--- src/sv/wcd_pkg.sv ---
// Shared types, character codes and small arithmetic helpers for the HH:MM:SS display clock.
package wcd_pkg;

  typedef enum logic [1:0] {
    KIND_RESET = 2'd0,
    KIND_SET   = 2'd1,
    KIND_STOP  = 2'd2,
    KIND_TICK  = 2'd3
  } kind_t;

  typedef enum logic [1:0] {
    PH_IDLE = 2'd0,
    PH_SEC  = 2'd1,
    PH_MIN  = 2'd2,
    PH_HOUR = 2'd3
  } set_phase_t;

  // Control for one digit cell: clear wins over load, load over step.
  typedef struct packed {
    logic clear;
    logic load;
    logic step;
  } digit_ctrl_t;

  // One character position of the output line.
  typedef struct packed {
    logic       valid;
    logic [6:0] ch;
    logic       last;
  } char_link_t;

  typedef struct packed {
    logic [1:0] quot;
    logic [5:0] rem;
  } mod60_t;

  typedef struct packed {
    logic [3:0] tens;
    logic [3:0] units;
  } bcd_t;

  localparam int unsigned LINE_LEN   = 9;
  localparam int unsigned NUM_DIGITS = 6;

  localparam logic [6:0] CHAR_ZERO    = 7'h30;
  localparam logic [6:0] CHAR_COLON   = 7'h3A;
  localparam logic [6:0] CHAR_NEWLINE = 7'h0A;

  localparam logic [3:0] MAX_UNITS     = 4'd9;
  localparam logic [3:0] MAX_TENS_SM   = 4'd5;
  localparam logic [3:0] MAX_TENS_HR   = 4'd2;
  localparam logic [3:0] HOUR_WRAP_UNI = 4'd3;
  localparam logic [3:0] HOUR_WRAP_TEN = 4'd2;

  // Value below 180 split into sixties and remainder.
  function automatic mod60_t mod60(input logic [7:0] v);
    mod60_t r;
    if (v >= 8'd120) begin
      r.quot = 2'd2;
      r.rem  = 6'(v - 8'd120);
    end else if (v >= 8'd60) begin
      r.quot = 2'd1;
      r.rem  = 6'(v - 8'd60);
    end else begin
      r.quot = 2'd0;
      r.rem  = v[5:0];
    end
    return r;
  endfunction

  // Value below 144 reduced mod 24.
  function automatic logic [4:0] mod24(input logic [7:0] v);
    logic [7:0] r;
    if (v >= 8'd120)     r = v - 8'd120;
    else if (v >= 8'd96) r = v - 8'd96;
    else if (v >= 8'd72) r = v - 8'd72;
    else if (v >= 8'd48) r = v - 8'd48;
    else if (v >= 8'd24) r = v - 8'd24;
    else                 r = v;
    return r[4:0];
  endfunction

  // Binary below 60 to two decimal digits.
  function automatic bcd_t to_bcd(input logic [5:0] v);
    bcd_t r;
    if (v >= 6'd50) begin
      r.tens = 4'd5; r.units = 4'(v - 6'd50);
    end else if (v >= 6'd40) begin
      r.tens = 4'd4; r.units = 4'(v - 6'd40);
    end else if (v >= 6'd30) begin
      r.tens = 4'd3; r.units = 4'(v - 6'd30);
    end else if (v >= 6'd20) begin
      r.tens = 4'd2; r.units = 4'(v - 6'd20);
    end else if (v >= 6'd10) begin
      r.tens = 4'd1; r.units = 4'(v - 6'd10);
    end else begin
      r.tens = 4'd0; r.units = v[3:0];
    end
    return r;
  endfunction

endpackage

--- src/sv/wcd_digit_cell.sv ---
// One decimal digit of the time counter, rippling its carry to the next cell.
module wcd_digit_cell (
  input  logic                clk,
  input  logic                rst,
  input  wcd_pkg::digit_ctrl_t ctrl,
  input  logic [3:0]          load_digit,
  input  logic [3:0]          max_digit,
  output logic [3:0]          digit,
  output logic                carry
);

  logic [3:0] digit_next;

  assign carry = ctrl.step && (digit == max_digit);

  always_comb begin
    digit_next = digit;
    if (ctrl.clear) begin
      digit_next = 4'd0;
    end else if (ctrl.load) begin
      digit_next = load_digit;
    end else if (ctrl.step) begin
      digit_next = (digit == max_digit) ? 4'd0 : 4'(digit + 4'd1);
    end
  end

  always_ff @(posedge clk) begin
    if (rst) begin
      digit <= 4'd0;
    end else begin
      digit <= digit_next;
    end
  end

endmodule

--- src/sv/wcd_char_cell.sv ---
// One character slot of the output line; shifts towards the head as characters leave.
module wcd_char_cell (
  input  logic                clk,
  input  logic                rst,
  input  logic                load,
  input  wcd_pkg::char_link_t load_link,
  input  logic                shift,
  input  wcd_pkg::char_link_t from_next,
  output wcd_pkg::char_link_t slot
);

  always_ff @(posedge clk) begin
    if (rst) begin
      slot.valid <= 1'b0;
    end else if (load) begin
      slot <= load_link;
    end else if (shift) begin
      slot <= from_next;
    end
  end

endmodule

--- src/sv/wall_clock_hhmmss_display.sv ---
// Top level of the time-of-day clock with an HH:MM:SS character display.
//
// Request channel (cmd_valid / cmd_stall): kind selects reset-and-start, set-and-start,
// stop or a one-second tick; set_hours/minutes/seconds matter only for a set request.
// Character channel (char_valid / char_stall): display_char carries "HH:MM:SS" and a
// newline, one character per transfer, last_char high on the newline.
//
// Time is held in a row of six decimal digit cells (seconds units up to hours tens),
// each passing its carry to the next; the hour cells wrap together after 23.
// A running tick copies the digits into a row of nine character cells and steps the
// counter in the same cycle. The character row shifts one place towards the head per
// cycle unless the head character is stalled; the head cell is the output register, so
// the first character is offered the cycle after the tick is taken.
// The next tick is taken as soon as only the final character of the previous line is
// left and leaving; the character row thus limits how often ticks are taken.
// Reset, stop and halted ticks are accepted whenever no set is in progress. A set request
// runs through the PH_SEC, PH_MIN and PH_HOUR phases, which normalise seconds, minutes and
// hours mod 60/60/24 and load the digits, and cmd_stall is held high meanwhile.
// A stalled character holds; ticks then wait on cmd_stall while the line is full.
// After rst the count is zero, the clock is halted and no character is pending.
module wall_clock_hhmmss_display (
  input  logic       clk,
  input  logic       rst,
  input  logic       cmd_valid,
  output logic       cmd_stall,
  input  logic [1:0] kind,
  input  logic [6:0] set_hours,
  input  logic [6:0] set_minutes,
  input  logic [6:0] set_seconds,
  output logic       char_valid,
  input  logic       char_stall,
  output logic [6:0] display_char,
  output logic       last_char
);

  localparam int unsigned LineLen   = wcd_pkg::LINE_LEN;
  localparam int unsigned NumDigits = wcd_pkg::NUM_DIGITS;

  wcd_pkg::kind_t      cmd_kind;
  wcd_pkg::set_phase_t phase, phase_next;

  logic       running;
  logic       accept;
  logic       tick_go;
  logic       cmd_clear;
  logic       hour_wrap;
  logic       line_free;
  logic       shift;

  // Set normalisation registers (payload, no reset)
  logic [6:0] set_s;
  logic [7:0] set_m;
  logic [7:0] set_h;

  wcd_pkg::mod60_t sec_norm;
  wcd_pkg::mod60_t min_norm;
  wcd_pkg::bcd_t   sec_bcd;
  wcd_pkg::bcd_t   min_bcd;
  wcd_pkg::bcd_t   hour_bcd;

  // Digit row: 0 seconds units .. 5 hours tens
  wcd_pkg::digit_ctrl_t digit_ctrl [NumDigits];
  logic [3:0]           digit      [NumDigits];
  logic [3:0]           load_digit [NumDigits];
  logic [3:0]           max_digit  [NumDigits];
  logic                 carry      [NumDigits];

  // Character row: 0 is the head
  wcd_pkg::char_link_t slot      [LineLen];
  wcd_pkg::char_link_t next_link [LineLen];
  wcd_pkg::char_link_t line_link [LineLen];

  assign cmd_kind = wcd_pkg::kind_t'(kind);

  // Line may be loaded when at most the head remains and it leaves this cycle
  assign line_free = !slot[1].valid && (!slot[0].valid || !char_stall);
  assign shift     = !slot[0].valid || !char_stall;

  assign cmd_stall = (phase != wcd_pkg::PH_IDLE)
                  || ((cmd_kind == wcd_pkg::KIND_TICK) && running && !line_free);
  assign accept    = cmd_valid && !cmd_stall;
  assign tick_go   = accept && (cmd_kind == wcd_pkg::KIND_TICK) && running;
  assign cmd_clear = accept && ((cmd_kind == wcd_pkg::KIND_RESET)
                             || (cmd_kind == wcd_pkg::KIND_STOP));

  // ---------------------------------------------------------------------------
  // Run flag
  // ---------------------------------------------------------------------------
  always_ff @(posedge clk) begin
    if (rst) begin
      running <= 1'b0;
    end else if (accept) begin
      case (cmd_kind)
        wcd_pkg::KIND_RESET: running <= 1'b1;
        wcd_pkg::KIND_SET:   running <= 1'b1;
        wcd_pkg::KIND_STOP:  running <= 1'b0;
        default:             running <= running;
      endcase
    end
  end

  // ---------------------------------------------------------------------------
  // Set sequencer: carry seconds into minutes, minutes into hours, then load
  // ---------------------------------------------------------------------------
  assign sec_norm = wcd_pkg::mod60({1'b0, set_s});
  assign min_norm = wcd_pkg::mod60(set_m);
  assign sec_bcd  = wcd_pkg::to_bcd(set_s[5:0]);
  assign min_bcd  = wcd_pkg::to_bcd(set_m[5:0]);
  assign hour_bcd = wcd_pkg::to_bcd({1'b0, wcd_pkg::mod24(set_h)});

  always_ff @(posedge clk) begin
    if (rst) begin
      phase <= wcd_pkg::PH_IDLE;
    end else begin
      phase <= phase_next;
    end
  end

  always_comb begin
    phase_next = phase;
    case (phase)
      wcd_pkg::PH_IDLE: begin
        if (accept && (cmd_kind == wcd_pkg::KIND_SET)) phase_next = wcd_pkg::PH_SEC;
      end
      wcd_pkg::PH_SEC:  phase_next = wcd_pkg::PH_MIN;
      wcd_pkg::PH_MIN:  phase_next = wcd_pkg::PH_HOUR;
      wcd_pkg::PH_HOUR: phase_next = wcd_pkg::PH_IDLE;
      default:          phase_next = wcd_pkg::PH_IDLE;
    endcase
  end

  always_ff @(posedge clk) begin
    case (phase)
      wcd_pkg::PH_IDLE: begin
        if (accept && (cmd_kind == wcd_pkg::KIND_SET)) begin
          set_s <= set_seconds;
          set_m <= {1'b0, set_minutes};
          set_h <= {1'b0, set_hours};
        end
      end
      wcd_pkg::PH_SEC: begin
        set_s <= {1'b0, sec_norm.rem};
        set_m <= 8'(set_m + {6'd0, sec_norm.quot});
      end
      wcd_pkg::PH_MIN: begin
        set_m <= {2'b00, min_norm.rem};
        set_h <= 8'(set_h + {6'd0, min_norm.quot});
      end
      default: begin
        set_s <= set_s;
      end
    endcase
  end

  // ---------------------------------------------------------------------------
  // Digit row
  // ---------------------------------------------------------------------------
  assign load_digit[0] = sec_bcd.units;
  assign load_digit[1] = sec_bcd.tens;
  assign load_digit[2] = min_bcd.units;
  assign load_digit[3] = min_bcd.tens;
  assign load_digit[4] = hour_bcd.units;
  assign load_digit[5] = hour_bcd.tens;

  assign max_digit[0] = wcd_pkg::MAX_UNITS;
  assign max_digit[1] = wcd_pkg::MAX_TENS_SM;
  assign max_digit[2] = wcd_pkg::MAX_UNITS;
  assign max_digit[3] = wcd_pkg::MAX_TENS_SM;
  assign max_digit[4] = wcd_pkg::MAX_UNITS;
  assign max_digit[5] = wcd_pkg::MAX_TENS_HR;

  // 23:59:59 rolls to 00:00:00: both hour cells cleared together
  assign hour_wrap = carry[3] && (digit[4] == wcd_pkg::HOUR_WRAP_UNI)
                              && (digit[5] == wcd_pkg::HOUR_WRAP_TEN);

  for (genvar i = 0; i < NumDigits; i++) begin : g_digit
    if (i == 0) begin : g_first
      assign digit_ctrl[i].step = tick_go;
    end else begin : g_rest
      assign digit_ctrl[i].step = carry[i-1];
    end
    assign digit_ctrl[i].load  = (phase == wcd_pkg::PH_HOUR);
    assign digit_ctrl[i].clear = cmd_clear || ((i >= 4) && hour_wrap);

    wcd_digit_cell u_digit (
      .clk        (clk),
      .rst        (rst),
      .ctrl       (digit_ctrl[i]),
      .load_digit (load_digit[i]),
      .max_digit  (max_digit[i]),
      .digit      (digit[i]),
      .carry      (carry[i])
    );
  end

  // ---------------------------------------------------------------------------
  // Character row
  // ---------------------------------------------------------------------------
  always_comb begin
    line_link[0] = '{valid: 1'b1, ch: 7'(wcd_pkg::CHAR_ZERO + {3'd0, digit[5]}), last: 1'b0};
    line_link[1] = '{valid: 1'b1, ch: 7'(wcd_pkg::CHAR_ZERO + {3'd0, digit[4]}), last: 1'b0};
    line_link[2] = '{valid: 1'b1, ch: wcd_pkg::CHAR_COLON, last: 1'b0};
    line_link[3] = '{valid: 1'b1, ch: 7'(wcd_pkg::CHAR_ZERO + {3'd0, digit[3]}), last: 1'b0};
    line_link[4] = '{valid: 1'b1, ch: 7'(wcd_pkg::CHAR_ZERO + {3'd0, digit[2]}), last: 1'b0};
    line_link[5] = '{valid: 1'b1, ch: wcd_pkg::CHAR_COLON, last: 1'b0};
    line_link[6] = '{valid: 1'b1, ch: 7'(wcd_pkg::CHAR_ZERO + {3'd0, digit[1]}), last: 1'b0};
    line_link[7] = '{valid: 1'b1, ch: 7'(wcd_pkg::CHAR_ZERO + {3'd0, digit[0]}), last: 1'b0};
    line_link[8] = '{valid: 1'b1, ch: wcd_pkg::CHAR_NEWLINE, last: 1'b1};
  end

  for (genvar i = 0; i < LineLen; i++) begin : g_char
    if (i == LineLen - 1) begin : g_tail
      assign next_link[i] = '{valid: 1'b0, ch: wcd_pkg::CHAR_ZERO, last: 1'b0};
    end else begin : g_body
      assign next_link[i] = slot[i+1];
    end

    wcd_char_cell u_char (
      .clk       (clk),
      .rst       (rst),
      .load      (tick_go),
      .load_link (line_link[i]),
      .shift     (shift),
      .from_next (next_link[i]),
      .slot      (slot[i])
    );
  end

  assign char_valid   = slot[0].valid;
  assign display_char = slot[0].ch;
  assign last_char    = slot[0].last;

endmodule
--- config.mk ---
export PLATFORM = sky130hd
export DESIGN_NAME = wall_clock_hhmmss_display
export DESIGN_NICKNAME = d
export VERILOG_FILES = /design/src/sv/wcd_pkg.sv /design/src/sv/wcd_digit_cell.sv /design/src/sv/wcd_char_cell.sv /design/src/sv/wall_clock_hhmmss_display.sv
export SDC_FILE = /design/constraint.sdc
export NUM_CORES = 1
export LEC_CHECK = 0
export ABC_CLOCK_PERIOD_IN_PS = 10100
export BUFFER_PORTS_ARGS = -buffer_cell sky130_fd_sc_hd__buf_2
export CAP_MARGIN = 20
export CORE_AREA = 5 5 160 162
export CTS_CLUSTER_DIAMETER = 150
export DETAILED_ROUTE_END_ITERATION = 8
export DIE_AREA = 0 0 165 167
export GPL_TIMING_DRIVEN = 0
export PLACE_DENSITY = 0.52
export SYNTH_ARGS = -nofsm -noshare
export SYNTH_HDL_FRONTEND = slang
export SYNTH_HIERARCHICAL = 1
export SYNTH_SLANG_ARGS = --single-unit
--- constraint.sdc ---
create_clock -name clk -period 10.1 [get_ports clk]
set_clock_uncertainty 0.2 [all_clocks]
set_input_delay 0.505 -clock clk [delete_from_list [all_inputs] [get_ports clk]]
set_output_delay 0.505 -clock clk [all_outputs]
set_load 0.01 [all_outputs]
# Yosys cells after proc, flatten, opt, wreduce, memory -nomap -nowiden
# Cells that the tools add are included.
# totals
elab_cells,236
ff_bits,128
out_inout_bits,10
in_bits,27
# op_classes
add_sub_neg,38
n_bitwise,1
order_cmp,24
n_eq_ne,16
n_mux,69
reduce_logical,48
# ops
operator,n
9-bit 2-to-1 mux,18
4-bit 2-to-1 mux,18
7-bit 2-to-1 mux,9
"6-bit by 4-bit adder with 7-bit output, first input constant",6
5-bit 2-to-1 mux,8
6-bit 2-to-1 mux,6
"4-bit subtractor, second input constant",9
"8-bit by 7-bit greater-or-equal comparator with 1-bit output, second input constant",4
8-bit 2-to-1 mux,4
"4-bit by 1-bit adder with 4-bit output, second input constant",6
"6-bit by 5-bit greater-or-equal comparator with 1-bit output, second input constant",4
"6-bit greater-or-equal comparator, second input constant",4
8-bit one-hot mux with 3 select lines,1
"6-bit subtractor, second input constant",4
2-bit nonzero test,11
8-bit by 2-bit adder with 8-bit output,2
"8-bit by 6-bit greater-or-equal comparator with 1-bit output, second input constant",2
8-bit one-hot mux with 2 select lines,1
1-bit logical AND,15
"5-bit subtractor, second input constant",3
7-bit one-hot mux with 2 select lines,1
"4-bit equality test, second input constant",3
"5-bit by 6-bit greater-or-equal comparator with 1-bit output, second input constant",2
"6-bit by 4-bit greater-or-equal comparator with 1-bit output, second input constant",2
26 further kinds,53

# Depth between registers and ports, before layout
# logic_depth
ltp_word,18
ltp_mapped,16
mapped_depth_nobuf,14

# By module
# The synthesis kept the hierarchy.
# by_module_without_submodules
module,instances,seq_area_each_um2,area_each_um2,cells_per_inst
wcd_char_cell,9,260.2,434.2,24
wall_clock_hhmmss_display,1,750.7,3131.8,365
wcd_digit_cell,6,80.1,317.8,35

# Worst setup path before layout
# OpenSTA, ideal clock, no wires.
# synth_path
path_kind,in2reg
from,input port char_stall
to,register g_digit[4].u_digit.digit[0]
path_buffers,0
stages,11
path_slack_ns,5.673
t_arrival_ns,4.090
setup_time_ns,0.137
t_required_ns,9.763
path_cell_list,a21oi_1 -> o21ai_0 -> nor3_1 -> and2_1 -> and2_1 -> and2_1 -> and2_1 -> nand3b_1 -> o31ai_1 -> or2_2 -> o22ai_1
# synth_rtl
item,line,source
from (decl),wall_clock_hhmmss_display.sv:31,"input logic char_stall,"
to (signal assigned),wcd_digit_cell.sv:31,digit <= digit_next;
to (decl),wcd_digit_cell.sv:8,"output logic [3:0] digit,"

==> qor.tcl <==
set qor(end_kind) {flip-flop}
set qor(drt_pre_antenna_iters) 4
set qor(routabilityCongestion) 0.8166
set qor(ir_worst_vdd_v) 0.00009504
set qor(worstPathRequired_ps) 10200
set qor(clock_path_buffers) 2
set qor(globalRouteTotalUtil) 0.1285
set qor(cell_area_placed_sq_mm) 0.009892
set qor(cp_num_cells) 15
set qor(worst_skew_pair.late_latency_ps) 420
set qor(coreArea_sq_mm) 0.02396
set qor(fillers) 2310
set qor(dp_hpwl_um) 12480
set qor(critPathLaunchType) {flip-flop}
set qor(tns_ps) 0
set qor(path_cells) {inv_1 -> ha_1 -> o21ai_0 -> nor3_2 -> buf_6 -> buf_6 -> and2_1 -> and2_1 -> and2_1 -> and2_1 -> nand3b_1 -> o31ai_1 -> nor2_1 -> o21ai_0 -> o31ai_2}
set qor(worstReg2RegEnd) {g_digit[5].u_digit/digit[3]}
set qor(p_leak_nw) 4.309
set qor(synth_warnings) 6
set qor(synthCells) 789
set qor(cts_inserted_buffers) 17
set qor(grt_antenna_before_repair) 0
set qor(report.final.hold_viol_count) 0
set qor(floorplan.initialDensity) 0.3728
set qor(cts_num_sinks) 131
set qor(critical_path_class) {flip-flop to flip-flop}
set qor(status) {finished clean}
set qor(layout_common_cells) {edfxtp_1, conb_1, mux2_4, nor2_1, ha_1}
set qor(r2r_slack_ps) 5830
set qor(critical-path-top-cell-by-count) {and2_1}
set qor(die_width_um) 165
set qor(fmax_mhz) 234.1
set qor(final_area_sq_mm) 0.01048
set qor(maximum_number_of_pins_on_one_net_before_global_route_repair) 40
set qor(post_cts_hold_buffer_count) 0
set qor(max-slew-margin-rel) 0.3736
set qor(layout.cells.most_common) {edfxtp_1}
set qor(drc) 0
set qor(clk_transition_reported_paths_ps) 60
set qor(drive_above_1_share) 0.2440
set qor(number_of_buffers_inserted_by_port_buffering) 36
set qor(die_height_um) 167
set qor(worstPathArrival_ps) 4370
set qor(fin_nets) 1011
set qor(global_route.overflow_total) 0
set qor(antenna-diode-count) 0
set qor(worstHoldEndpoint) {set_s[4]}
set qor(max_cap_violations) 0
set qor(wl_um) 16840
set qor(timing.critical_path.max_delay_family) {simple AND/OR/NAND/NOR gates}
set qor(timing.hold.worst.start) {set_seconds[4]}
set qor(syn_avg_cell_area_sq_um) 11.32
set qor(slew_violations) 0
set qor(via_count_normalized_by_instance_count) 4.771
set qor(unrepaired_setup_endpoints_after_global_routing) {false}
set qor(path_buf_inv) 3
set qor(power.density_mw_per_mm2) 193.2
set qor(hp-class) {input port to flip-flop}
set qor(io-pin-count) 37
set qor(critPathMaxFanout) 12
set qor(time_the_worst_path_needs_with_i_o_delays_and_setup_ps) 4271
set qor(num_vias) 6083
set qor(grt_first_pass_wirelength_um) 28960
set qor(drtAntennaViolNets) 0
set qor(max_slew.worst_pin.slew_ps) 937.3
set qor(timing.rr.start) {phase[0]}
set qor(cts_repair_resize_count) 0
set qor(setup_violations) 0
set qor(post_layout_nonfiller_instances) 1275
set qor(placement_rows) 57
set qor(cts_tree) {yes}
set qor(worst_r2r_path_depth) 15
set qor(dp.cells) 1243
set qor(max_stage_delay_cell_worst_path) {o31ai_1}
set qor(min_delay_path_depth) 2
set qor(syn2layout_area_growth_pct) 17.27
set qor(wl_per_cell_um) 13.21
set qor(cp_slowest_stage_delay_ps) 570
set qor(cts-root-buf) {clkbuf_16}
set qor(dieArea_sq_mm) 0.02756
set qor(timing.final.crit_share) 0.4229
set qor(grt_pass1_vias) 5936
set qor(setup_fix_bufs_post_cts) 0
set qor(htree_levels) 4
set qor(cell_area_synth_sq_mm) 0.008934
set qor(drt-initial-drc-count) 295
[metal layers]
layer | global-route usage | part of all wire | up-vias
li1 | - | - | 3130
met1 | 0.1723 | 0.48 | 2857
met2 | 0.2045 | 0.47 | 84
met5 | 0 | 0 | -
met4 | 0.03870 | 0.012 | 0
met3 | 0.03164 | 0.034 | 12
[worst max-delay path by stage]
stage,startpoint,endpoint,slack (ps)
final,phase[0],g_digit[5].u_digit/digit[3],5830
after global placement,char_stall,g_digit[5].u_digit/digit[3],3360
after floorplan,char_stall,g_digit[4].u_digit/digit[0],5670
after global routing,phase[1],g_digit[5].u_digit/digit[3],5380
after detailed placement,char_stall,g_digit[5].u_digit/digit[3],5680
after CTS,phase[0],g_digit[5].u_digit/digit[3],5770
[metrics by stage]
step	worst slack, ps	total power, mW	hold WS, ps	util
floorplan	5673	1.249	256.0	-
global placement	3363	1.422	281.8	0.4117
detailed placement	5684	1.420	286.9	0.4128
CTS	5772	2.043	137.7	0.4372
global route	5380	2.163	145.7	0.4372
finish	5829	2.024	158.4	0.4372
[registers in the layout, summed over array words and instances, names as in the netlist]
| signal | cells |
|---|---|
| running | 1 |
| set_m | 8 |
| set_s | 7 |
| set_h | 8 |
| g_char.u_char/slot | 81 |
| phase | 2 |
| g_digit.u_digit/digit | 24 |
[area by class of cell]
| cell class | count | area, sq um | area share |
|---|---|---|---|
| timing repair buffer | 38 | 202.7 | 0.01935 |
| tap | 324 | 405.4 | 0.03870 |
| inverter | 39 | 146.4 | 0.01397 |
| clock buffer | 18 | 439.2 | 0.04192 |
| clock inverter | 14 | 145.1 | 0.01385 |
| sequential | 131 | 3573 | 0.3411 |
| multi-input combinational | 680 | 5353 | 0.5109 |
| buffer | 31 | 211.5 | 0.02018 |
[worst register-to-register path: cells and delay by family (launching register included)]
family                     cells  cell delay (ps)
AOI/OAI and AO/OA              4             1030
adders and majority gates      1              300
buffers and inverters          3              520
DFF                            1              330
and+or+nand+nor                7             1780
[power by group]
part           leakage [nW]  internal, mW  switching, mW
logic                  2.82         0.289          0.407
clock network         0.278         0.353          0.257
registers              1.21         0.660         0.0573
No activity file was read; power rests on OpenSTA's default activity.
